===== config.mk =====
export PLATFORM = sky130hd
export DESIGN_NAME = fm_voice_channel_allocator
export DESIGN_NICKNAME = d
export VERILOG_FILES = /design/src/fmva_pkg.sv /design/src/fmva_cell.sv /design/src/fmva_list.sv /design/src/fm_voice_channel_allocator.sv
export SDC_FILE = /design/constraint.sdc
export NUM_CORES = 1
export LEC_CHECK = 0
export BUFFER_PORTS_ARGS = -buffer_cell sky130_fd_sc_hd__buf_2
export CORE_AREA = 2 2 167 169
export DETAILED_ROUTE_END_ITERATION = 7
export DIE_AREA = 0 0 169 171
export HOLD_SLACK_MARGIN = 0.15
export PLACE_DENSITY = 0.81
export SYNTH_ARGS = -nofsm -noshare
export SYNTH_HDL_FRONTEND = slang
export SYNTH_HIERARCHICAL = 1
export SYNTH_SLANG_ARGS = --single-unit

===== constraint.sdc =====
create_clock -name clk_i -period 10.3 [get_ports clk_i]
set_clock_uncertainty 0.05 [all_clocks]
set_input_delay 0 -clock clk_i [delete_from_list [all_inputs] [get_ports clk_i]]
set_output_delay 0 -clock clk_i [all_outputs]
set_load 0.03 [all_outputs]

===== src/fmva_pkg.sv =====
// Package for the FM voice channel allocator: opcodes, kind codes, list cell types.
// No dependencies.
package fmva_pkg;

  localparam int unsigned PhysChannels = 18;
  localparam int unsigned PairBases    = 6;
  localparam int unsigned DrumCount    = 5;
  localparam int unsigned AllChannels  = PhysChannels + DrumCount;

  typedef enum logic [2:0] {
    MODE_ALLOC   = 3'd0,
    MODE_FREE    = 3'd1,
    MODE_DRUM_ON = 3'd2,
    MODE_DRUM_OF = 3'd3,
    MODE_KEY_ON  = 3'd4,
    MODE_KEY_OFF = 3'd5
  } mode_e;

  localparam logic [2:0] VkTwo  = 3'd1;
  localparam logic [2:0] VkFour = 3'd2;
  localparam logic [2:0] VkKick = 3'd3;

  localparam logic [1:0] KindNone = 2'd0;
  localparam logic [1:0] KindTwo  = 2'd1;
  localparam logic [1:0] KindFour = 2'd2;

  typedef logic [4:0] chan_t;

  // Command broadcast to every cell of a list in each pass.
  typedef enum logic [1:0] {
    LOP_IDLE   = 2'd0,
    LOP_SHIFT  = 2'd1,
    LOP_REMOVE = 2'd2,
    LOP_DROP68 = 2'd3
  } lop_e;

  typedef struct packed {
    lop_e  op;
    chan_t ch;
  } lcmd_t;

  typedef enum logic [1:0] {
    ST_IDLE = 2'd0,
    ST_PASS = 2'd1,
    ST_DONE = 2'd2
  } state_e;

  function automatic logic [4:0] pair_base(input logic [2:0] i);
    logic [4:0] r;
    begin
      unique case (i)
        3'd0: r = 5'd0;
        3'd1: r = 5'd1;
        3'd2: r = 5'd2;
        3'd3: r = 5'd9;
        3'd4: r = 5'd10;
        3'd5: r = 5'd11;
        default: r = 5'd0;
      endcase
      return r;
    end
  endfunction

endpackage


===== src/fmva_cell.sv =====
// One entry of a free list; compacts toward the head by taking its right neighbor.
// Depends on fmva_pkg.
module fmva_cell #(
  parameter fmva_pkg::chan_t RstVal = '0
) (
  input  logic              clk_i,
  input  logic              rst_ni,
  input  logic              init_i,
  input  fmva_pkg::chan_t   init_val_i,
  input  fmva_pkg::lcmd_t   cmd_i,
  input  logic              kill_i,
  input  logic              write_i,
  input  fmva_pkg::chan_t   write_val_i,
  input  fmva_pkg::chan_t   right_i,
  input  logic              found_left_i,
  output logic              found_o,
  output fmva_pkg::chan_t   val_o
);

  fmva_pkg::chan_t val_q, val_d;
  logic match;

  // Removal match propagates rightward: this cell and all after the hit shift.
  assign match   = (cmd_i.op == fmva_pkg::LOP_REMOVE) && (val_q == cmd_i.ch) && !kill_i;
  assign found_o = found_left_i | match;

  always_comb begin
    val_d = val_q;
    if (write_i) begin
      val_d = write_val_i;
    end else if (cmd_i.op == fmva_pkg::LOP_SHIFT || found_o) begin
      val_d = right_i;
    end
  end

  always_ff @(posedge clk_i or negedge rst_ni) begin
    if (!rst_ni) begin
      val_q <= RstVal;
    end else if (init_i) begin
      val_q <= init_val_i;
    end else begin
      val_q <= val_d;
    end
  end

  assign val_o = val_q;

endmodule


===== src/fmva_list.sv =====
// Ordered free list built as a chain of cells with a fill count.
// Depends on fmva_pkg and fmva_cell.
module fmva_list #(
  parameter int unsigned Depth = 18,
  parameter bit          InitSeq = 1'b1
) (
  input  logic                       clk_i,
  input  logic                       rst_ni,
  input  fmva_pkg::lcmd_t            cmd_i,
  input  logic                       push_i,
  input  fmva_pkg::chan_t            push_val_i,
  output logic [$clog2(Depth+1)-1:0] count_o,
  output fmva_pkg::chan_t            head_o
);

  localparam int unsigned CW = $clog2(Depth + 1);

  logic [CW-1:0] count_q, count_d;
  fmva_pkg::chan_t vals [Depth];
  logic            found [Depth+1];
  logic            removed;
  logic [CW-1:0]   live_cnt;

  assign found[0] = 1'b0;

  fmva_pkg::lcmd_t ccmd;
  always_comb begin
    ccmd = cmd_i;
    if (cmd_i.op == fmva_pkg::LOP_DROP68) begin
      ccmd.op = fmva_pkg::LOP_IDLE;
    end
  end

  generate
    for (genvar g = 0; g < Depth; g++) begin : g_cell
      fmva_pkg::chan_t right;
      logic            kill;
      logic            wr;
      if (g == Depth - 1) begin : g_last
        assign right = '0;
      end else begin : g_mid
        assign right = vals[g+1];
      end
      assign kill = (CW'(g) >= count_q);
      assign wr   = push_i && (count_d == CW'(g + 1)) && (count_q < CW'(Depth));
      fmva_cell #(
        .RstVal (InitSeq ? fmva_pkg::chan_t'(g) : fmva_pkg::chan_t'(0))
      ) u_cell (
        .clk_i        (clk_i),
        .rst_ni       (rst_ni),
        .init_i       (1'b0),
        .init_val_i   ('0),
        .cmd_i        (ccmd),
        .kill_i       (kill),
        .write_i      (wr),
        .write_val_i  (push_val_i),
        .right_i      (right),
        .found_left_i (found[g]),
        .found_o      (found[g+1]),
        .val_o        (vals[g])
      );
    end
  endgenerate

  assign removed  = found[Depth];
  assign live_cnt = count_q;

  always_comb begin
    count_d = count_q;
    if (cmd_i.op == fmva_pkg::LOP_SHIFT && count_q != '0) begin
      count_d = count_q - CW'(1);
    end else if (removed) begin
      count_d = count_q - CW'(1);
    end
    if (push_i && count_d < CW'(Depth)) begin
      count_d = count_d + CW'(1);
    end
  end

  always_ff @(posedge clk_i or negedge rst_ni) begin
    if (!rst_ni) begin
      count_q <= InitSeq ? CW'(Depth) : '0;
    end else begin
      count_q <= count_d;
    end
  end

  assign count_o = live_cnt;
  assign head_o  = vals[0];

endmodule


===== src/fm_voice_channel_allocator.sv =====
// Top level of the FM voice channel allocator.
// Depends on fmva_pkg and fmva_list.
// A 4-op pair conversion removes its two channels from the two-op list in separate passes;
// percussion enable or disable makes one pass per channel 6..8.
// One transaction in flight; the next input is taken in the cycle after the result leaves unstalled.
// Reset: asynchronous, active low; lists, kinds, bitmap and flags return to power-on values.
module fm_voice_channel_allocator (
  input  logic       clk_i,
  input  logic       rst_ni,
  input  logic       in_valid_i,
  output logic       in_stall_o,
  input  logic [2:0] mode_i,
  input  logic [2:0] voice_kind_i,
  input  logic [4:0] channel_id_i,
  output logic       out_valid_o,
  input  logic       out_stall_i,
  output logic       ok_o,
  output logic [4:0] granted_channel_o,
  output logic       mask_update_o,
  output logic [5:0] four_op_mask_o
);

  localparam int unsigned PHYS_CHANNELS = fmva_pkg::PhysChannels;
  localparam int unsigned PAIR_BASES    = fmva_pkg::PairBases;
  localparam int unsigned TW = $clog2(PHYS_CHANNELS + 1);
  localparam int unsigned FW = $clog2(PAIR_BASES + 1);
  localparam int unsigned AC = PHYS_CHANNELS + fmva_pkg::DrumCount;

  fmva_pkg::state_e state_q, state_d;
  logic [2:0]       mode_q;
  logic [2:0]       kind_q;
  logic [4:0]       ch_q;
  logic [1:0]       step_q, step_d;

  logic [AC-1:0]    alloc_q, alloc_d;
  logic [1:0]       ktab_q [PHYS_CHANNELS];
  logic [1:0]       ktab_d [PHYS_CHANNELS];
  logic             drum_q, drum_d;
  logic [4:0]       keys_q, keys_d;

  logic             ok_q, ok_d;
  logic [4:0]       gr_q, gr_d;
  logic             mu_q, mu_d;
  logic             ov_q;

  fmva_pkg::lcmd_t  two_cmd, four_cmd;
  logic             two_push, four_push;
  fmva_pkg::chan_t  two_pv, four_pv;
  logic [TW-1:0]    two_cnt;
  logic [FW-1:0]    four_cnt;
  fmva_pkg::chan_t  two_head, four_head;

  fmva_list #(.Depth(PHYS_CHANNELS), .InitSeq(1'b1)) u_two (
    .clk_i, .rst_ni, .cmd_i(two_cmd), .push_i(two_push), .push_val_i(two_pv),
    .count_o(two_cnt), .head_o(two_head)
  );

  fmva_list #(.Depth(PAIR_BASES), .InitSeq(1'b0)) u_four (
    .clk_i, .rst_ni, .cmd_i(four_cmd), .push_i(four_push), .push_val_i(four_pv),
    .count_o(four_cnt), .head_o(four_head)
  );

  function automatic logic used(input logic [AC-1:0] m, input logic [4:0] c);
    return (32'(c) < AC) && m[c];
  endfunction

  logic [5:0] mask;
  always_comb begin
    for (int i = 0; i < PAIR_BASES; i++) begin
      mask[i] = (ktab_q[fmva_pkg::pair_base(3'(i))] == fmva_pkg::KindFour);
    end
  end

  logic [2:0] pi2, pi4;
  logic       pf2, pf4;
  always_comb begin
    pf2 = 1'b0; pf4 = 1'b0; pi2 = '0; pi4 = '0;
    for (int i = PAIR_BASES - 1; i >= 0; i--) begin
      logic [4:0] c;
      c = fmva_pkg::pair_base(3'(i));
      if (ktab_q[c] == fmva_pkg::KindFour && ktab_q[c+5'd3] == fmva_pkg::KindNone &&
          !alloc_q[c] && !alloc_q[c+5'd3]) begin
        pf2 = 1'b1; pi2 = 3'(i);
      end
      if (ktab_q[c] == fmva_pkg::KindTwo && ktab_q[c+5'd3] == fmva_pkg::KindTwo &&
          !alloc_q[c] && !alloc_q[c+5'd3]) begin
        pf4 = 1'b1; pi4 = 3'(i);
      end
    end
  end

  logic [4:0] b2, b4, dch;
  logic [1:0] fk;
  assign b2  = fmva_pkg::pair_base(pi2);
  assign b4  = fmva_pkg::pair_base(pi4);
  assign dch = 5'(PHYS_CHANNELS) + (kind_q - fmva_pkg::VkKick);

  always_comb begin
    state_d = state_q; step_d = step_q;
    alloc_d = alloc_q; ktab_d = ktab_q; drum_d = drum_q; keys_d = keys_q;
    ok_d = ok_q; gr_d = gr_q; mu_d = mu_q;
    two_cmd = '{op: fmva_pkg::LOP_IDLE, ch: '0};
    four_cmd = '{op: fmva_pkg::LOP_IDLE, ch: '0};
    two_push = 1'b0; four_push = 1'b0; two_pv = '0; four_pv = '0;
    fk = (32'(ch_q) < PHYS_CHANNELS) ? ktab_q[ch_q[4:0]] :
         (drum_q ? fmva_pkg::KindFour + 2'd1 : fmva_pkg::KindNone);
    unique case (state_q)
      fmva_pkg::ST_IDLE: begin
        step_d = '0;
        if (in_valid_i) begin
          state_d = fmva_pkg::ST_PASS;
        end
      end
      fmva_pkg::ST_PASS: begin
        state_d = fmva_pkg::ST_DONE;
        ok_d = 1'b0; gr_d = '0; mu_d = 1'b0;
        unique case (mode_q)
          fmva_pkg::MODE_ALLOC: begin
            if (kind_q == fmva_pkg::VkTwo) begin
              if (two_cnt != '0) begin
                two_cmd.op = fmva_pkg::LOP_SHIFT;
                ok_d = 1'b1; gr_d = two_head; alloc_d[two_head] = 1'b1;
              end else if (pf2) begin
                four_cmd = '{op: fmva_pkg::LOP_REMOVE, ch: b2};
                two_push = 1'b1; two_pv = b2 + 5'd3;
                ktab_d[b2] = fmva_pkg::KindTwo; ktab_d[b2+5'd3] = fmva_pkg::KindTwo;
                ok_d = 1'b1; gr_d = b2; mu_d = 1'b1; alloc_d[b2] = 1'b1;
              end
            end else if (kind_q == fmva_pkg::VkFour) begin
              if (four_cnt != '0) begin
                four_cmd.op = fmva_pkg::LOP_SHIFT;
                ok_d = 1'b1; gr_d = four_head; alloc_d[four_head] = 1'b1;
              end else if (pf4) begin
                if (step_q == 2'd0) begin
                  two_cmd = '{op: fmva_pkg::LOP_REMOVE, ch: b4};
                  step_d = 2'd1; state_d = fmva_pkg::ST_PASS;
                end else begin
                  two_cmd = '{op: fmva_pkg::LOP_REMOVE, ch: b4 + 5'd3};
                  ktab_d[b4] = fmva_pkg::KindFour; ktab_d[b4+5'd3] = fmva_pkg::KindNone;
                  ok_d = 1'b1; gr_d = b4; mu_d = 1'b1; alloc_d[b4] = 1'b1;
                end
              end
            end else if (kind_q >= fmva_pkg::VkKick) begin
              if (drum_q && !alloc_q[dch]) begin
                ok_d = 1'b1; gr_d = dch; alloc_d[dch] = 1'b1;
              end
            end
          end
          fmva_pkg::MODE_FREE: begin
            if (used(alloc_q, ch_q) && fk != fmva_pkg::KindNone) begin
              ok_d = 1'b1; alloc_d[ch_q] = 1'b0;
              if (fk == fmva_pkg::KindTwo) begin
                two_push = 1'b1; two_pv = ch_q;
              end else if (fk == fmva_pkg::KindFour) begin
                four_push = 1'b1; four_pv = ch_q;
              end
            end
          end
          fmva_pkg::MODE_DRUM_ON: begin
            if (drum_q && step_q == 2'd0) begin
              ok_d = 1'b1;
            end else if (step_q == 2'd0 && (alloc_q[6] || alloc_q[7] || alloc_q[8])) begin
              ok_d = 1'b0;
            end else begin
              two_cmd = '{op: fmva_pkg::LOP_REMOVE, ch: 5'd6 + 5'(step_q)};
              drum_d = 1'b1;
              if (step_q != 2'd2) begin
                step_d = step_q + 2'd1; state_d = fmva_pkg::ST_PASS;
              end else begin
                ok_d = 1'b1;
              end
            end
          end
          fmva_pkg::MODE_DRUM_OF: begin
            if (!drum_q && step_q == 2'd0) begin
              ok_d = 1'b1;
            end else if (step_q == 2'd0 && keys_q != '0) begin
              ok_d = 1'b0;
            end else begin
              two_push = 1'b1; two_pv = 5'd6 + 5'(step_q);
              drum_d = 1'b0;
              if (step_q != 2'd2) begin
                step_d = step_q + 2'd1; state_d = fmva_pkg::ST_PASS;
              end else begin
                ok_d = 1'b1;
              end
            end
          end
          fmva_pkg::MODE_KEY_ON, fmva_pkg::MODE_KEY_OFF: begin
            if (used(alloc_q, ch_q)) begin
              ok_d = 1'b1;
              if (32'(ch_q) >= PHYS_CHANNELS) begin
                keys_d[3'(ch_q - 5'(PHYS_CHANNELS))] = (mode_q == fmva_pkg::MODE_KEY_ON);
              end
            end
          end
          default: ;
        endcase
      end
      fmva_pkg::ST_DONE: begin
        if (!out_stall_i) begin
          state_d = fmva_pkg::ST_IDLE;
        end
      end
      default: state_d = fmva_pkg::ST_IDLE;
    endcase
  end

  always_ff @(posedge clk_i or negedge rst_ni) begin
    if (!rst_ni) begin
      state_q <= fmva_pkg::ST_IDLE;
      step_q  <= '0;
      alloc_q <= '0;
      drum_q  <= 1'b0;
      keys_q  <= '0;
      for (int i = 0; i < PHYS_CHANNELS; i++) ktab_q[i] <= fmva_pkg::KindTwo;
      ov_q    <= 1'b0;
    end else begin
      state_q <= state_d;
      step_q  <= step_d;
      alloc_q <= alloc_d;
      drum_q  <= drum_d;
      keys_q  <= keys_d;
      ktab_q  <= ktab_d;
      ov_q    <= (state_d == fmva_pkg::ST_DONE);
    end
  end

  always_ff @(posedge clk_i) begin
    ok_q <= ok_d; gr_q <= gr_d; mu_q <= mu_d;
    if (state_q == fmva_pkg::ST_IDLE && in_valid_i) begin
      mode_q <= mode_i; kind_q <= voice_kind_i; ch_q <= channel_id_i;
    end
  end

  assign in_stall_o        = (state_q != fmva_pkg::ST_IDLE);
  assign out_valid_o       = ov_q;
  assign ok_o              = ok_q;
  assign granted_channel_o = gr_q;
  assign mask_update_o     = mu_q;
  assign four_op_mask_o    = mask;

endmodule


==> results.txt, run 1 <==
The flow ran to the end, and the final reports show no timing, DRC or antenna violations. The number of instances in the synthesized netlist came out at 1872. The post-layout net count is about 2200. The delay contributed by the slowest stage of the critical path came out at 0.68 ns.

The maximum vdd drop came out at 0.145 mV. For this design the ratio of total power to cell area is 165 nW/um2. Among the stages of the critical path, the cell type that occurs most often is sky130_fd_sc_hd__o21bai_1. The met2 wire length is 24900 um. The worst setup path is captured at a flop. The final antenna-violating net count came out at 0. Entering global routing, the biggest net connects 63 pins. The detailed router's first-iteration violation count is 1649.

The starting utilization of the core area is 63.3%. The vertical extent of the die came out at 171 um. The arrival time at the worst endpoint is 10.08 ns.

The detailed-route wire length on metal 1 is 20700 um. The most used flip-flop cell after synthesis is sky130_fd_sc_hd__dfrtp_1. The floorplan has a little over 60 rows.

The final instance count without filler cells came out at 2493. The count of unique library cells instantiated by Yosys is 98. The number of flops mapped to enable cells by yosys is 18. The total global routing track utilization is 35.6%.

Of the cells placed in the final design, the portion with a size suffix greater than 1 is 15.7%. The total vias in the final route is 15501. The uppermost signal routing layer after detailed routing is met5. The register clock-pin slew on the reported worst setup and hold paths came out at 0.06 ns. The static power due to leakage is between 7 and 8 nW. The final setup violation count is 0.

The count of endpoints failing hold in the final timing report is 0. The clock latency on the worst-skew pair came out at 0.56 ns. The post-layout worst setup margin is 0.604 ns. For this design, the slowest cell found on the critical path is sky130_fd_sc_hd__mux2i_1. The data required time at the worst endpoint came out at about 11 ns. The DRC violation count after routing came out at 0.

The final standard cell utilization of the core is 72.8%. The placement-stage worst setup slack is -0.177 ns. The number of global-route vias before repair was approximately 15000. The total area inside the core boundary comes to 27300 um2.

The overall power is 3.28 mW. The placer's final routability congestion estimate came out at around 1.0. After detailed routing, the number of vias per cell comes to 6.22. The final number of max-transition violations is 0. The worst setup path is launched from a flop. For the pin with the worst max-slew slack, the measured transition is 1.19 ns. The worst pin sits at a relative slew slack of around a fifth. The kind of cell with the highest combined delay along the critical path is compound AO/OA/AOI/OAI gates. In this run the clock root is driven by a sky130_fd_sc_hd__clkbuf_16. The routed design uses 3860 um of met3 wire.

The instance count after placement with tap cells included came out at 2417. The first global-routing pass estimated 81700 um of wire. The reported max-cap violation count is 0.

The share of async-settable or async-resettable flops after synthesis came out at roughly nine tenths. The part of the Yosys area used for sequential elements is 31.6%. The worst setup path is of the reg -> reg kind. The horizontal die dimension came out at between 150 and 200 um.

The area growth from synthesis to layout is 15.1%. The floorplan step defined a die boundary enclosing 28900 um2. The sink count of the clock tree is 212.

TritonCTS built the clock tree. The number of primary I/O pins came out at 30. Setup repair after global routing left no endpoint under its margin.

The number of CTS-inserted buffers came out at 26. The share of the clock period used by the worst path is 94.1%. Before antenna repair, the detailed router went through 7 iterations. Subtracting the final worst setup slack from the clock period gives roughly 9.7 ns. The wire length per cell after detailed routing is 20.8 um. The count of state elements after synthesis is ~210. The achievable frequency came out at 103 MHz. After detailed routing, the total wire length is 51900 um. The H-tree depth is 1. The worst hold path belongs to the class in -> reg. The number of buffer and inverter stages on the critical path is 0. The maximum count of clock buffers along a single path is 3. During synthesis, Yosys emitted a total of 6 warnings. The area of the mapped netlist came out at 17300 um2. The number of antenna diodes is 0. The average instance area after synthesis came out at between 9 and 10 um2. The number of antenna violations at the first check in global routing is 2. The total overflow left after global routing is 0. The number of buffers inserted by port buffering came out at 29. In this run the worst path has a maximum fanout of 9. Summed over all nets, the half-perimeter wirelength after detailed placement is 36900 um.
state kept, by name, indices dropped and copies added (netlist names), 3 cells and up:
signal                      flops
ktab_q                         32
u_two/count_o                   5
u_four/count_o                  3
alloc_q                        23
u_four/g_cell.u_cell/val_o     30
ch_q                            5
keys_q                          5
mode_q                          3
kind_q                          3
granted_channel_o               5
u_two/g_cell.u_cell/val_o      90
per-stage QoR:
| stage | area [um2] | hold WS, ns | TNS (ns) |
|---|---|---|---|
| 6_report | 19900 | 0.174 | 0 |
| 5_1_grt | 19900 | 0.178 | 0 |
| 4_1_cts | 19800 | 0.154 | 0 |
| 3_5_place_dp | 18700 | 0.00337 | -0.793 |
| 3_3_place_gp | 18700 | 0.0156 | 0 |
| 2_1_floorplan | 18100 | -0.346 | 0 |
synth_stat cells (25+ instances only):
library cell / count / area share (%)
sky130_fd_sc_hd__a21oi_1: 74 / 2.1
sky130_fd_sc_hd__nand4_1: 29 / 1.0
sky130_fd_sc_hd__inv_1: 63 / 1.4
sky130_fd_sc_hd__dfrtp_1: 141 / 20
sky130_fd_sc_hd__dfstp_2: 53 / 8.1
sky130_fd_sc_hd__xor2_1: 27 / 1.4
sky130_fd_sc_hd__clkbuf_1: 80 / 1.7
sky130_fd_sc_hd__a2111oi_2: 25 / 2.2
sky130_fd_sc_hd__mux2_1: 121 / 7.9
sky130_fd_sc_hd__o21bai_1: 26 / 1.1
sky130_fd_sc_hd__o21ai_0: 148 / 4.3
sky130_fd_sc_hd__nor3_1: 59 / 1.7
sky130_fd_sc_hd__xnor2_1: 101 / 5.1
sky130_fd_sc_hd__nor2_1: 106 / 2.3
sky130_fd_sc_hd__mux2i_1: 133 / 7.7
sky130_fd_sc_hd__nand2_1: 214 / 4.6
power by group:
group | switching (mW) | internal, mW | leakage [nW]
clock network | 0.377 | 0.555 | 0.418
registers | 0.160 | 0.983 | 2.46
logic | 0.747 | 0.453 | 4.62
cells in the final DEF, fill, tap and decap left out, drive strengths merged, types with 25 or more instances in the layout:
cell / n
conb: 218
nand2: 214
o21ai: 191
dfrtp: 141
mux2i: 133
mux2: 128
nor2: 106
xnor2: 102
buf: 82
a21oi: 78
inv: 68
nor3: 65
dfstp: 53
clkbuf: 46
a2111oi: 31
nand4: 29
or4: 28
xor2: 27
o21bai: 26
dlygate4sd3: 25
logic make-up after synthesis:
family | after synthesis | share of synthesized area (%)
other cells | 3 | 0.0651
xor+xnor | 129 | 6.58
buf+inv | 166 | 3.93
flops | 212 | 31.6
simple gates | 593 | 17.8
fa+ha+maj | 24 | 1.74
mux | 279 | 18.4
compound gates | 466 | 20.0
metal layers:
layer	vias to the layer above	track usage [%]
li1	7173	-
met3	208	6.15
met5	-	0
met4	2	15.8
met1	7469	43.9
met2	649	61.5
cell type report:
class	instances	area (um2)
Tap cell	346	433
Sequential cell	212	5460
Clock buffer	45	813
Multi-Input combinational cell	1709	12100
Fill cell	2024	7430
Clock inverter	3	40.0
Timing Repair Buffer	108	830
Inverter	70	265
path summary, 6_finish.rpt:
| path | start | endpoint | slack, ns | cells past startpoint |
|---|---|---|---|---|
| hold / removal | voice_kind_i[0] | kind_q[0] | 0.17 | 2 |
| setup reg to reg | u_four/count_o[1] | u_two/g_cell[0].u_cell/val_o[1] | 0.60 | 34 |
| setup / recovery | u_four/count_o[1] | u_two/g_cell[0].u_cell/val_o[1] | 0.60 | 34 |
| max in group asynchronous | rst_ni | u_two/g_cell[16].u_cell/val_o[3] | 8.69 | 4 |
| hold reg to reg | ktab_q[4] | ktab_q[4] | 0.32 | 0 |
| min in group asynchronous | rst_ni | ktab_q[10] | 0.64 | 3 |
repair_timing:
item                                   4_1_cts  5_1_grt
pin swaps                                    0        1
endpoints found under the hold margin       95        0
hold buffers                                26        0
setup endpoints to repair                    5       90
gates resized for setup                      1       12
setup buffers                                0        2
worst register-to-register path, delay by kind of cell (launching register included):
kind                      cells  cell delay [ns]
and+or+nand+nor               7             2.32
muxes                         2             1.03
xor gates and xnor gates      1             0.20
DFF                           1             0.48
AOI/OAI and AO/OA            24             5.50
Power figures use the tool's default switching activity.
==> run 2, diff against run 1 <==
Settings changed: CORE_AREA 2 2 167 169 to 2 2 165 167, CTS_BUF_LIST from default to sky130_fd_sc_hd__clkbuf_8, DIE_AREA 0 0 169 171 to 0 0 167 169, PLACE_DENSITY 0.81 to 0.83.
==> results.txt, run 2 (synthesis gave the netlist of run 1 again) <==
The flip-flop count of the largest register, all copies and words added came out at 90 (unchanged). The reg-to-reg endpoint is u_two/g_cell[7].u_cell/val_o[4]. The final instance count without filler cells came to 2506 (+0.52%). The start of the worst register-to-register path is alloc_q[13]. The detailed router's first-iteration violation count came out at 1556 (-5.6%). The growth of design area from synthesis to finish is 14.3%. The largest driver fanout on the critical path is 16 (+7).

The instance count after placement with tap cells included is 2408 (-0.37%). The H-tree depth came to 2 (+1). STA classifies the critical path startpoint as a flop.

The number of optimization iterations in the first detailed-route pass came out at 6 (-1). The tightest min-delay check is of the in -> reg type. The root cell of the clock tree is sky130_fd_sc_hd__clkbuf_8. The post-layout worst setup margin was 0.498 ns (-0.106 ns). The instance count along the most critical hold path is 2 (unchanged). The clock latency on the worst-skew pair came to 0.57 ns (about the same). The setup slack of the worst register-to-register path is 0.50 ns (-0.11 ns). In the layout the commonest cells are sky130_fd_sc_hd__conb_1 (218), sky130_fd_sc_hd__nand2_1 (214), sky130_fd_sc_hd__o21ai_0 (148). For hold timing, the worst endpoint is mode_q[0].

The total global routing track utilization came out at 37.8% (+2.2 points). The delay contributed by the slowest stage of the critical path is 0.61 ns (-0.07 ns). The fraction of layout cells with a size suffix above 1 is 16.1% (+0.38 points). The final setup violation count is 0 (unchanged). The total placed instance area came out at 18600 um2 (-0.19%). The wire length per cell after detailed routing was 21.4 um (+3.0%). The number of primary I/O pins came out at 30 (unchanged). The class of the most critical setup path is reg -> reg. The placer's final routability congestion estimate came out at 1.03 (+3.3%). The number of cells traversed by the worst register-to-register path came out at 36 (+5.9%). The data required time at the worst endpoint came out at 10.70 ns (+0.02 ns). The achievable frequency is 102 MHz (-1.1%). The overall die area was 28200 um2 (-2.3%). STA classifies the critical path endpoint as a flop. The share of the clock period used by the worst path came out at 95.2% (+1.0 points). The reported max-cap violation count came out at 0 (unchanged). The maximum vdd drop came to 0.131 mV (-9.0%). The core region area is 26500 um2 (-3.0%). The sum of negative setup slack came out at 0 ns (unchanged).

The static power due to leakage is 7.51 nW (+0.18%). Setup repair after global routing left no endpoint under its margin. The run finished with clean final reports.

The power density over the cells is 162 nW/um2 (-1.4%). The minimum period implied by the final worst setup slack came to 9.80 ns (+0.106 ns). The number of global-route vias before repair came to 16012 (+4.5%). The detail-routed via count per cell is 6.30 (+1.3%). By instance count, the cell type seen most on the critical path is sky130_fd_sc_hd__o21bai_1. The vertical extent of the die came out at 169 um (-1.2%). The pin count of the biggest net entering global routing came to 77 (+22%).

The number of antenna diodes came to 0 (unchanged). The routed wire length came out at 53700 um (+3.6%). The placement-stage worst setup slack came out at 0.507 ns (+0.684 ns). The count of endpoints failing hold in the final timing report is 0 (unchanged). The starting utilization of the core area was 65.2% (+2.0 points).

Leaving out fill and tap cells, the most frequent cell in the layout is sky130_fd_sc_hd__conb_1. The residual overflow from global routing is 0 (unchanged). The wire length of the first global-routing pass came out at 85100 um (+4.2%).

The total non-filler cell area in the finished layout was 19800 um2 (-0.67%). The register clock-pin slew on the reported worst setup and hold paths came out at 0.07 ns (about the same). The number of antenna violations at the first check in global routing came out at 0 (-2). The measured slew at the worst slew-check pin came to 1.25 ns (+0.0573 ns).

The maximum count of clock buffers along a single path is 3 (unchanged). The final antenna-violating net count was 0 (unchanged). The worst slew margin relative to its limit came out at 16.6% (-3.5 points). The DRC violation count after routing is 0 (unchanged). The number of CTS-inserted buffers came out at 40 (+54%). The number of buffers inserted by port buffering is 29 (unchanged). The sink count of the clock tree came to 212 (unchanged). The detailed placement HPWL was 38300 um (+3.6%). TritonCTS built the clock tree. The number of fill cells is 1864 (-7.9%). In this run the most critical hold path is launched from mode_i[0]. The post-layout net count is 2172 (+0.28%). The post-CTS setup-driven buffer insertion count is 0 (unchanged). The arrival time at the worst endpoint is 10.20 ns (+0.12 ns).

The slowest cell on the critical path is sky130_fd_sc_hd__mux2i_1. The horizontal die dimension is 167 um (-1.2%). The final number of max-transition violations is 0 (unchanged). The total vias in the final route came to 15784 (+1.8%). The placement row count is 60 (-1.6%).
==> run 2: cell types whose count changed in the layout (fill, tap and decap cells not counted), sizes merged <==
cell | before | now
clkbuf | 46 | 52
buf | 82 | 76
clkinvlp | 0 | 2
inv | 68 | 86
dlygate4sd3 | 25 | 23
==> run 2: area by class of cell <==
cell class	instances	area (um2)	area share, %
multi-input cells	1709	12000	60.8
flip-flops and latches	212	5460	27.6
repair buffers	100	764	3.87
clock buffers	51	702	3.55
well taps	341	427	2.16
inverters	70	269	1.36
clock inverters	23	133	0.671
==> run 2: power by group <==
group          switching (mW)  internal, mW  total, mW
Sequential              0.172         0.984       1.16
Combinational           0.743         0.444       1.19
Clock                   0.392         0.473      0.865
==> run 2: repair_timing <==
item | CTS | global route
endpoints found under the setup margin | 0 | 53
hold buffers | 24 | 0
hold endpoints to repair | 108 | 0
resized for setup | 0 | 6
==> run 2: how the worst max path moves through the flow <==
stage                                  from                                to  slack [ns]
after floorplan                 alloc_q[13]  u_two/g_cell[16].u_cell/val_o[0]        0.75
after global placement          alloc_q[13]   u_two/g_cell[4].u_cell/val_o[4]        0.80
after detailed placement  u_four/count_o[1]   u_two/g_cell[4].u_cell/val_o[4]        0.51
after CTS                 u_four/count_o[1]  u_two/g_cell[16].u_cell/val_o[0]        0.49
after global routing             alloc_q[9]  u_two/g_cell[16].u_cell/val_o[3]        0.03
final                           alloc_q[13]   u_two/g_cell[7].u_cell/val_o[4]        0.50
==> run 2: worst max-delay path: cells and delay by family, from the launching register on <==
kind	cells	cell delay (ns)
XOR/XNOR	1	0.12
buffers and inverters	2	0.56
AND/OR/NAND/NOR	7	2.13
flip-flops	1	0.45
AO/OA/AOI/OAI	24	5.40
multiplexers	2	0.95
==> run 2: per-layer routing <==
layer | up-vias | track usage (%) | share of wire (%)
met2 | 821 | 64.4 | 48
li1 | 7185 | - | -
met3 | 239 | 6.41 | 8.2
met1 | 7539 | 45.0 | 37
met4 | 0 | 22.8 | 6.6
met5 | - | 0 | 0
==> run 2: metrics by stage <==
step | power, mW | hold WS, ns | utilization (%)
final | 3.21 | 0.163 | 74.6
after global routing | 3.36 | 0.160 | 74.6
after CTS | 3.17 | 0.151 | 74.5
after detailed placement | 2.29 | -0.0254 | 70.3
after global placement | 2.26 | -0.0288 | 70.3
after floorplan | 1.96 | -0.346 | -
